### config.mk
export PLATFORM = sky130hd
export DESIGN_NAME = auto_range_motion_normalizer
export DESIGN_NICKNAME = d
export VERILOG_FILES = /design/src/rtl/armn_pkg.sv /design/src/rtl/armn_divider.sv /design/src/rtl/auto_range_motion_normalizer.sv
export SDC_FILE = /design/constraint.sdc
export NUM_CORES = 2
export LEC_CHECK = 0
export ABC_AREA = 1
export BUFFER_PORTS_ARGS = -buffer_cell sky130_fd_sc_hd__buf_2
export CAP_MARGIN = 5
export CORE_UTILIZATION = 55
export DETAILED_ROUTE_END_ITERATION = 16
export GPL_ROUTABILITY_DRIVEN = 0
export HOLD_SLACK_MARGIN = 0.08
export PLACE_DENSITY = 0.71
export SYNTH_ARGS = -nofsm -noshare
export SYNTH_HDL_FRONTEND = slang
export SYNTH_SLANG_ARGS = --single-unit
### constraint.sdc
create_clock -name clk -period 18.5 [get_ports clk]
set_clock_uncertainty 0.05 [all_clocks]
set_input_delay 2.775 -clock clk [delete_from_list [all_inputs] [get_ports clk]]
set_output_delay 2.775 -clock clk [all_outputs]
set_load 0.005 [all_outputs]
### src/rtl/armn_pkg.sv
// ----------------------------------------------------------------------------
// Auto-range motion normalizer package
// Shared widths, constants, register indexes and the divider interface types.
// ----------------------------------------------------------------------------
package armn_pkg;

    localparam int SAMPLE_WIDTH = 16;
    localparam int OUT_W        = 15;
    localparam int PCT_W        = 7;
    localparam int QUO_W        = 15;
    localparam int NUM_W        = SAMPLE_WIDTH + QUO_W;
    localparam int DEN_W        = SAMPLE_WIDTH;
    localparam int PROD_W       = OUT_W + PCT_W + 1;
    localparam int CNT_W        = $clog2(QUO_W);
    localparam int CFG_IDX_W    = 1;

    localparam int MAP_SPAN     = 20000;
    localparam int MAP_OFFSET   = 10000;
    localparam int PERCENT_FULL = 100;

    // Division by the full percent is a multiply by ceil(2^27 / 100) and a
    // shift by 27, exact for every gain product up to 10000 * 100.
    localparam int PCT_RECIP_W     = 21;
    localparam int PCT_RECIP_SHIFT = 27;
    localparam int RCP_PROD_W      = PROD_W + PCT_RECIP_W;
    localparam logic [PCT_RECIP_W-1:0] PCT_RECIP = 21'd1342178;

    localparam logic [CFG_IDX_W-1:0] CFG_PITCH_PERCENT = 1'b0;
    localparam logic [CFG_IDX_W-1:0] CFG_ROLL_PERCENT  = 1'b1;

    typedef struct packed {
        logic             start;
        logic [NUM_W-1:0] numer;
        logic [DEN_W-1:0] denom;
    } div_req_t;

    typedef struct packed {
        logic             done;
        logic [QUO_W-1:0] quotient;
    } div_rsp_t;

endpackage

### src/rtl/armn_divider.sv
// ----------------------------------------------------------------------------
// Auto-range motion normalizer divider
// Restoring divider that produces one quotient bit per cycle, shared by the
// range mapping of both axes.
// ----------------------------------------------------------------------------
module armn_divider
(
    input  logic               clk,
    input  logic               rst_n,
    input  armn_pkg::div_req_t req,
    output armn_pkg::div_rsp_t rsp
);

    logic                           busy_reg, busy_next;
    logic                           done_reg, done_next;
    logic [armn_pkg::CNT_W-1:0]     count_reg, count_next;
    logic [armn_pkg::NUM_W-1:0]     rem_reg, rem_next;
    logic [armn_pkg::NUM_W-1:0]     dsh_reg, dsh_next;
    logic [armn_pkg::QUO_W-1:0]     quo_reg, quo_next;
    logic                           fits;

    assign fits = (rem_reg >= dsh_reg);

    always_comb
    begin
        busy_next  = busy_reg;
        done_next  = 1'b0;
        count_next = count_reg;
        rem_next   = rem_reg;
        dsh_next   = dsh_reg;
        quo_next   = quo_reg;
        if (req.start)
        begin
            busy_next  = 1'b1;
            count_next = armn_pkg::CNT_W'(armn_pkg::QUO_W - 1);
            rem_next   = req.numer;
            dsh_next   = armn_pkg::NUM_W'(req.denom) << (armn_pkg::QUO_W - 1);
            quo_next   = '0;
        end
        else if (busy_reg)
        begin
            if (fits)
            begin
                rem_next = rem_reg - dsh_reg;
            end
            quo_next = {quo_reg[armn_pkg::QUO_W-2:0], fits};
            dsh_next = dsh_reg >> 1;
            if (count_reg == '0)
            begin
                busy_next = 1'b0;
                done_next = 1'b1;
            end
            else
            begin
                count_next = count_reg - 1'b1;
            end
        end
    end

    always_ff @(posedge clk or negedge rst_n)
    begin
        if (!rst_n)
        begin
            busy_reg  <= 1'b0;
            done_reg  <= 1'b0;
            count_reg <= '0;
            rem_reg   <= '0;
            dsh_reg   <= '0;
            quo_reg   <= '0;
        end
        else
        begin
            busy_reg  <= busy_next;
            done_reg  <= done_next;
            count_reg <= count_next;
            rem_reg   <= rem_next;
            dsh_reg   <= dsh_next;
            quo_reg   <= quo_next;
        end
    end

    assign rsp.done     = done_reg;
    assign rsp.quotient = quo_reg;

endmodule

### src/rtl/auto_range_motion_normalizer.sv
// ----------------------------------------------------------------------------
// Auto-range motion normalizer
// Tracks a running range per axis, maps each sample onto -10000..10000 and
// applies a percent gain, giving pitch and roll drive values.
// ----------------------------------------------------------------------------
//  Channel  Handshake           Payload
//  in       in_valid/in_ready   longitudinal_milli_g, lateral_milli_g
//  out      out_valid/out_ready pitch_drive, roll_drive
//  cfg      cfg_valid/cfg_ready cfg_index, cfg_data
//
// A sample holds off the next input transaction until it is through: per axis
// a range update, a division in the shared divider at one quotient bit a cycle,
// gain scaling (a percent product, then a reciprocal multiply), then delivery.
// Reset sets the low marks to 0, the high marks to 1 and both gains to 100.
// A result waiting on out_ready does not block the next input transaction;
// only the following result waits for the output register to free up.
// ----------------------------------------------------------------------------
module auto_range_motion_normalizer
(
    input  logic                                    clk,
    input  logic                                    rst_n,
    input  logic                                    in_valid,
    output logic                                    in_ready,
    input  logic signed [armn_pkg::SAMPLE_WIDTH-1:0] longitudinal_milli_g,
    input  logic signed [armn_pkg::SAMPLE_WIDTH-1:0] lateral_milli_g,
    output logic                                    out_valid,
    input  logic                                    out_ready,
    output logic signed [armn_pkg::OUT_W-1:0]       pitch_drive,
    output logic signed [armn_pkg::OUT_W-1:0]       roll_drive,
    input  logic                                    cfg_valid,
    output logic                                    cfg_ready,
    input  logic [armn_pkg::CFG_IDX_W-1:0]          cfg_index,
    input  logic [armn_pkg::PCT_W-1:0]              cfg_data
);

    typedef enum logic [2:0] {
        ST_IDLE,
        ST_MARK,
        ST_DIV_MAP,
        ST_SCALE,
        ST_DIV_GAIN,
        ST_DELIVER
    } state_t;

    typedef enum logic {
        AXIS_PITCH,
        AXIS_ROLL
    } axis_t;

    localparam int SW = armn_pkg::SAMPLE_WIDTH;

    state_t                                state_reg, state_next;
    axis_t                                 axis_reg, axis_next;
    logic signed [SW-1:0]                  lon_reg, lon_next;
    logic signed [SW-1:0]                  lat_reg, lat_next;
    logic signed [SW-1:0]                  pitch_lo_reg, pitch_lo_next;
    logic signed [SW-1:0]                  pitch_hi_reg, pitch_hi_next;
    logic signed [SW-1:0]                  roll_lo_reg, roll_lo_next;
    logic signed [SW-1:0]                  roll_hi_reg, roll_hi_next;
    logic [armn_pkg::PCT_W-1:0]            pitch_pct_reg, pitch_pct_next;
    logic [armn_pkg::PCT_W-1:0]            roll_pct_reg, roll_pct_next;
    logic signed [armn_pkg::OUT_W-1:0]     mapped_reg, mapped_next;
    logic                                  neg_reg, neg_next;
    logic [armn_pkg::PROD_W-1:0]           mag_reg, mag_next;
    logic signed [armn_pkg::OUT_W-1:0]     res_pitch_reg, res_pitch_next;
    logic signed [armn_pkg::OUT_W-1:0]     res_roll_reg, res_roll_next;
    logic signed [armn_pkg::OUT_W-1:0]     pitch_out_reg, pitch_out_next;
    logic signed [armn_pkg::OUT_W-1:0]     roll_out_reg, roll_out_next;
    logic                                  out_valid_reg, out_valid_next;
    armn_pkg::div_req_t                    div_req_reg, div_req_next;
    armn_pkg::div_rsp_t                    div_rsp;

    logic signed [SW-1:0]                  cur_s, cur_lo, cur_hi, lo_new, hi_new;
    logic signed [SW:0]                    diff_wide, span_wide;
    logic [armn_pkg::PCT_W-1:0]            pct_sel, pct_clamped;
    logic signed [armn_pkg::PROD_W-1:0]    prod;
    logic [armn_pkg::PROD_W-1:0]           prod_mag;
    logic [armn_pkg::RCP_PROD_W-1:0]       recip_prod;
    logic signed [armn_pkg::OUT_W-1:0]     quo_signed, drive;

    armn_divider u_divider
    (
        .clk   (clk),
        .rst_n (rst_n),
        .req   (div_req_reg),
        .rsp   (div_rsp)
    );

    always_comb
    begin
        cur_s     = (axis_reg == AXIS_PITCH) ? lon_reg : lat_reg;
        cur_lo    = (axis_reg == AXIS_PITCH) ? pitch_lo_reg : roll_lo_reg;
        cur_hi    = (axis_reg == AXIS_PITCH) ? pitch_hi_reg : roll_hi_reg;
        lo_new    = (cur_s < cur_lo) ? cur_s : cur_lo;
        hi_new    = (cur_s > cur_hi) ? cur_s : cur_hi;
        diff_wide = {cur_s[SW-1], cur_s} - {lo_new[SW-1], lo_new};
        span_wide = {hi_new[SW-1], hi_new} - {lo_new[SW-1], lo_new};
        pct_sel   = (axis_reg == AXIS_PITCH) ? pitch_pct_reg : roll_pct_reg;
        pct_clamped = (pct_sel > armn_pkg::PCT_W'(armn_pkg::PERCENT_FULL))
                      ? armn_pkg::PCT_W'(armn_pkg::PERCENT_FULL) : pct_sel;
        prod      = armn_pkg::PROD_W'(mapped_reg) *
                    armn_pkg::PROD_W'($signed({1'b0, pct_clamped}));
        prod_mag  = prod[armn_pkg::PROD_W-1] ? armn_pkg::PROD_W'(-prod)
                                             : armn_pkg::PROD_W'(prod);
        recip_prod = armn_pkg::RCP_PROD_W'(mag_reg) *
                     armn_pkg::RCP_PROD_W'(armn_pkg::PCT_RECIP);
        quo_signed = $signed(recip_prod[armn_pkg::PCT_RECIP_SHIFT +: armn_pkg::OUT_W]);
        drive     = neg_reg ? -quo_signed : quo_signed;
    end

    always_comb
    begin
        state_next     = state_reg;
        axis_next      = axis_reg;
        lon_next       = lon_reg;
        lat_next       = lat_reg;
        pitch_lo_next  = pitch_lo_reg;
        pitch_hi_next  = pitch_hi_reg;
        roll_lo_next   = roll_lo_reg;
        roll_hi_next   = roll_hi_reg;
        pitch_pct_next = pitch_pct_reg;
        roll_pct_next  = roll_pct_reg;
        mapped_next    = mapped_reg;
        neg_next       = neg_reg;
        mag_next       = mag_reg;
        res_pitch_next = res_pitch_reg;
        res_roll_next  = res_roll_reg;
        pitch_out_next = pitch_out_reg;
        roll_out_next  = roll_out_reg;
        out_valid_next = out_valid_reg;
        div_req_next   = div_req_reg;
        div_req_next.start = 1'b0;

        if (out_valid_reg && out_ready)
        begin
            out_valid_next = 1'b0;
        end

        if (cfg_valid)
        begin
            unique case (cfg_index)
                armn_pkg::CFG_PITCH_PERCENT: pitch_pct_next = cfg_data;
                armn_pkg::CFG_ROLL_PERCENT:  roll_pct_next  = cfg_data;
                default:                     pitch_pct_next = pitch_pct_reg;
            endcase
        end

        unique case (state_reg)
            ST_IDLE:
            begin
                if (in_valid)
                begin
                    lon_next   = longitudinal_milli_g;
                    lat_next   = lateral_milli_g;
                    axis_next  = AXIS_PITCH;
                    state_next = ST_MARK;
                end
            end
            ST_MARK:
            begin
                if (axis_reg == AXIS_PITCH)
                begin
                    pitch_lo_next = lo_new;
                    pitch_hi_next = hi_new;
                end
                else
                begin
                    roll_lo_next = lo_new;
                    roll_hi_next = hi_new;
                end
                div_req_next.start = 1'b1;
                div_req_next.numer = armn_pkg::NUM_W'(diff_wide[SW-1:0]) *
                                     armn_pkg::NUM_W'(armn_pkg::MAP_SPAN);
                div_req_next.denom = span_wide[SW-1:0];
                state_next = ST_DIV_MAP;
            end
            ST_DIV_MAP:
            begin
                if (div_rsp.done)
                begin
                    mapped_next = $signed(div_rsp.quotient) -
                                  armn_pkg::OUT_W'(armn_pkg::MAP_OFFSET);
                    state_next  = ST_SCALE;
                end
            end
            ST_SCALE:
            begin
                neg_next   = prod[armn_pkg::PROD_W-1];
                mag_next   = prod_mag;
                state_next = ST_DIV_GAIN;
            end
            ST_DIV_GAIN:
            begin
                if (axis_reg == AXIS_PITCH)
                begin
                    res_pitch_next = drive;
                    axis_next      = AXIS_ROLL;
                    state_next     = ST_MARK;
                end
                else
                begin
                    res_roll_next = drive;
                    state_next    = ST_DELIVER;
                end
            end
            ST_DELIVER:
            begin
                if (!out_valid_reg || out_ready)
                begin
                    pitch_out_next = res_pitch_reg;
                    roll_out_next  = res_roll_reg;
                    out_valid_next = 1'b1;
                    state_next     = ST_IDLE;
                end
            end
            default:
            begin
                state_next = ST_IDLE;
            end
        endcase
    end

    always_ff @(posedge clk or negedge rst_n)
    begin
        if (!rst_n)
        begin
            state_reg     <= ST_IDLE;
            axis_reg      <= AXIS_PITCH;
            lon_reg       <= '0;
            lat_reg       <= '0;
            pitch_lo_reg  <= '0;
            pitch_hi_reg  <= SW'(1);
            roll_lo_reg   <= '0;
            roll_hi_reg   <= SW'(1);
            pitch_pct_reg <= armn_pkg::PCT_W'(armn_pkg::PERCENT_FULL);
            roll_pct_reg  <= armn_pkg::PCT_W'(armn_pkg::PERCENT_FULL);
            mapped_reg    <= '0;
            neg_reg       <= 1'b0;
            mag_reg       <= '0;
            res_pitch_reg <= '0;
            res_roll_reg  <= '0;
            pitch_out_reg <= '0;
            roll_out_reg  <= '0;
            out_valid_reg <= 1'b0;
            div_req_reg   <= '0;
        end
        else
        begin
            state_reg     <= state_next;
            axis_reg      <= axis_next;
            lon_reg       <= lon_next;
            lat_reg       <= lat_next;
            pitch_lo_reg  <= pitch_lo_next;
            pitch_hi_reg  <= pitch_hi_next;
            roll_lo_reg   <= roll_lo_next;
            roll_hi_reg   <= roll_hi_next;
            pitch_pct_reg <= pitch_pct_next;
            roll_pct_reg  <= roll_pct_next;
            mapped_reg    <= mapped_next;
            neg_reg       <= neg_next;
            mag_reg       <= mag_next;
            res_pitch_reg <= res_pitch_next;
            res_roll_reg  <= res_roll_next;
            pitch_out_reg <= pitch_out_next;
            roll_out_reg  <= roll_out_next;
            out_valid_reg <= out_valid_next;
            div_req_reg   <= div_req_next;
        end
    end

    assign in_ready    = (state_reg == ST_IDLE);
    assign cfg_ready   = 1'b1;
    assign out_valid   = out_valid_reg;
    assign pitch_drive = pitch_out_reg;
    assign roll_drive  = roll_out_reg;

    // The running range always straddles the reset marks.
    a_marks_straddle: assert property (@(posedge clk) disable iff (!rst_n)
        (pitch_lo_reg <= 0) && (pitch_hi_reg >= 1) &&
        (roll_lo_reg <= 0) && (roll_hi_reg >= 1))
        else $error("running range lost its reset marks");

    // A divider completion is only expected while the sequencer waits for one.
    a_done_when_waiting: assert property (@(posedge clk) disable iff (!rst_n)
        div_rsp.done |-> (state_reg == ST_DIV_MAP))
        else $error("divider completed outside a divide step");

    // A new result is only launched from the delivery step.
    a_launch_from_deliver: assert property (@(posedge clk) disable iff (!rst_n)
        $rose(out_valid_reg) |-> $past(state_reg == ST_DELIVER))
        else $error("result launched outside the delivery step");

    // An accepted transaction keeps the block busy in the next cycle.
    a_busy_after_accept: assert property (@(posedge clk) disable iff (!rst_n)
        (in_valid && in_ready) |=> !in_ready)
        else $error("input ready right after a transaction");

endmodule

==> impl_metrics.env <==
export IMPL_run_status="finished with violations"
export IMPL_failed_checks="design-rule violations"
export IMPL_worstSkewPairLatency_ps=590
export IMPL_cp_max_fo=68
export IMPL_core_area_sq_mm=0.05935
export IMPL_place_hpwl_mm=62.53
export IMPL_holdWs_ps=423.8
export IMPL_overflow=0
export IMPL_synthFlopType="dfrtp_1"
export IMPL_ys_async_sr_fraction_pct=100.0
export IMPL_die_y_microns=247.8
export IMPL_antenna_found_initial=0
export IMPL_worst_path_largest_cell_delay_ps=700
export IMPL_clock_root_buffer="clkbuf_16"
export IMPL_drive_gt1_share_pct=6.974
export IMPL_grt_pass1_vias=26434
export IMPL_cp_start_kind="register"
export IMPL_cts_path_max_buffers=3
export IMPL_cts_hold_buf=0
export IMPL_avgSynthCellArea_sq_um=8.329
export IMPL_die_w_microns=247.8
export IMPL_cpMaxStageDelayCell="buf_4"
export IMPL_mostFrequentLayoutCells="940 x nand2_1, 626 x inv_1, 442 x ha_1"
export IMPL_wl_per_cell_microns=16.27
export IMPL_numCtsBuffers=41
export IMPL_maxCapViolations=0
export IMPL_grt_total_usage_pct=27.16
export IMPL_rr_startpoint="axis_reg"
export IMPL_path_delay_family="adder cells"
export IMPL_vias=25984
export IMPL_placementRows=89
export IMPL_first_pass_iters=13
export IMPL_yosysUniqueCellTypes=61
export IMPL_tns_ps=0
export IMPL_worstPathArrival_ps=9490
export IMPL_area_growth_pct=7.908
export IMPL_postSynthCellCount=3989
export IMPL_wirelength_mm=78.83
export IMPL_ios=78
export IMPL_final_common_cell="nand2_1"
export IMPL_n_antenna_cell=0
export IMPL_hp_start="div_req_reg[10]"
export IMPL_drv_slew=0
export IMPL_syn_nets=4760
export IMPL_cp_required_ps=18930
export IMPL_seq_area_frac_synth_pct=25.56
export IMPL_die_area_sq_mm=0.06139
export IMPL_finalSetupViolCount=0
export IMPL_hp_class="register to register"
export IMPL_fmax_mhz=110.3
export IMPL_nets=4810
export IMPL_synth_edf_count=0
export IMPL_worst_setup_path_end_kind="register"
export IMPL_port_buffers=76
export IMPL_grt_pass1_wl_mm=133.5
export IMPL_grt_max_degree=156
export IMPL_tightest_slew_ps=1085
export IMPL_startpoint="axis_reg"
export IMPL_maxSlewHeadroom_pct=27.60
export IMPL_largest_register_ffs=43
export IMPL_critPathKind="register to register"
export IMPL_rsz0062_at_grt="no"
export IMPL_ant_nets=0
export IMPL_hold_violations=0
export IMPL_cp_common_cell="ha_1"
export IMPL_synth_area_sq_mm=0.03322
export IMPL_drc_errors=10
export IMPL_ys_warn_count=0
export IMPL_cts_tree="yes"
export IMPL_cts_htree_levels=2
export IMPL_finalCriticalPeriod_ps=9064
export IMPL_clk_pin_slew_ps=60
export IMPL_cts_resized_gates=0
export IMPL_ys_ff_latch=339
export IMPL_crit_buf_inv=5
export IMPL_drtIter0Drc=1885
export IMPL_cts_setup_buffers=0
export IMPL_start_util_pct=55.98
export IMPL_final_period_utilization_pct=49.00
export IMPL_clock_sinks=339
export IMPL_detail_route_vias_per_cell=5.363
worst paths after layout:
check                                  endpoint  slack, ps  depth (start not counted)
worst min-delay path            div_req_reg[10]        420                          2
worst max-delay path            div_req_reg[45]       9440                         41
min in group asynchronous         mapped_reg[6]       2180                          1
worst max register to register  div_req_reg[45]       9440                         41
worst min register to register  div_req_reg[10]        420                          2
max in group asynchronous       pitch_drive[10]      14770                          2
worst reg2reg max path, delay by kind of cell, from the launching register on:
family	cells	cell delay (ps)
AOI/OAI and AO/OA	11	2180
and+or+nand+nor	15	1540
buffers and inverters	5	1050
adders and majority gates	8	3160
xor gates and xnor gates	1	240
muxes	1	340
DFF	1	400
cell type report:
type | count | area [sq um]
clock buffer | 53 | 1141
inverter | 645 | 2426
timing repair buffer | 94 | 538.0
sequential | 339 | 8494
fill | 5292 | 23500
multi-input combinational | 2918 | 21930
clock inverter | 23 | 351.6
tap | 773 | 967.2
cells in the mapped netlist (14+ instances only):
cell        n  area share, %
dfrtp_1   331             25
fa_1      284             17
nor2_1    215            2.4
a21oi_1   146            2.2
ha_1      442             17
a31oi_1    16           0.30
xor2_1     57            1.5
nand2_2    20           0.38
mux2i_1    29           0.87
clkbuf_1   67           0.76
inv_1     626            7.1
o21ai_0   290            4.4
or2_2      24           0.45
mux2_2     14           0.47
nand2_1   942             11
o22ai_1    45           0.85
nor3_1     27           0.41
nand3_1   149            2.2
nand4_1    22           0.41
xnor2_1    46            1.2
o21ai_1    29           0.44
kinds of logic after synthesis:
group | synth area share, %
compound gates | 9.742
xor+xnor | 2.813
fa+ha+maj | 33.76
buf+inv | 8.458
flops | 25.56
mux | 1.348
other cells | 0.01129
simple gates | 18.31
layer usage:
metal	share of wire (%)	up-vias	wire, microns	GRT usage [%]
met1	46	12395	35910	36.70
met3	4.5	102	3558	2.887
met2	48	580	37650	46.29
met4	2.2	0	1702	7.362
li1	-	12907	-	-
met5	0	-	0	0
per-stage QoR:
stage | setup WS, ps | instance area [sq um] | util (%) | std cells
finish | 9436 | 35850 | 60.40 | 4845
global route | 8634 | 35850 | 60.40 | 4845
CTS | 9470 | 35850 | 60.40 | 4845
detailed placement | 9525 | 34360 | 57.89 | 4769
global placement | 9692 | 34360 | 57.89 | 4769
floorplan | 9997 | 33220 | - | 3989
Power is not shown: default switching activity piles up to over one toggle a cycle in this logic, so the estimate is an artifact.
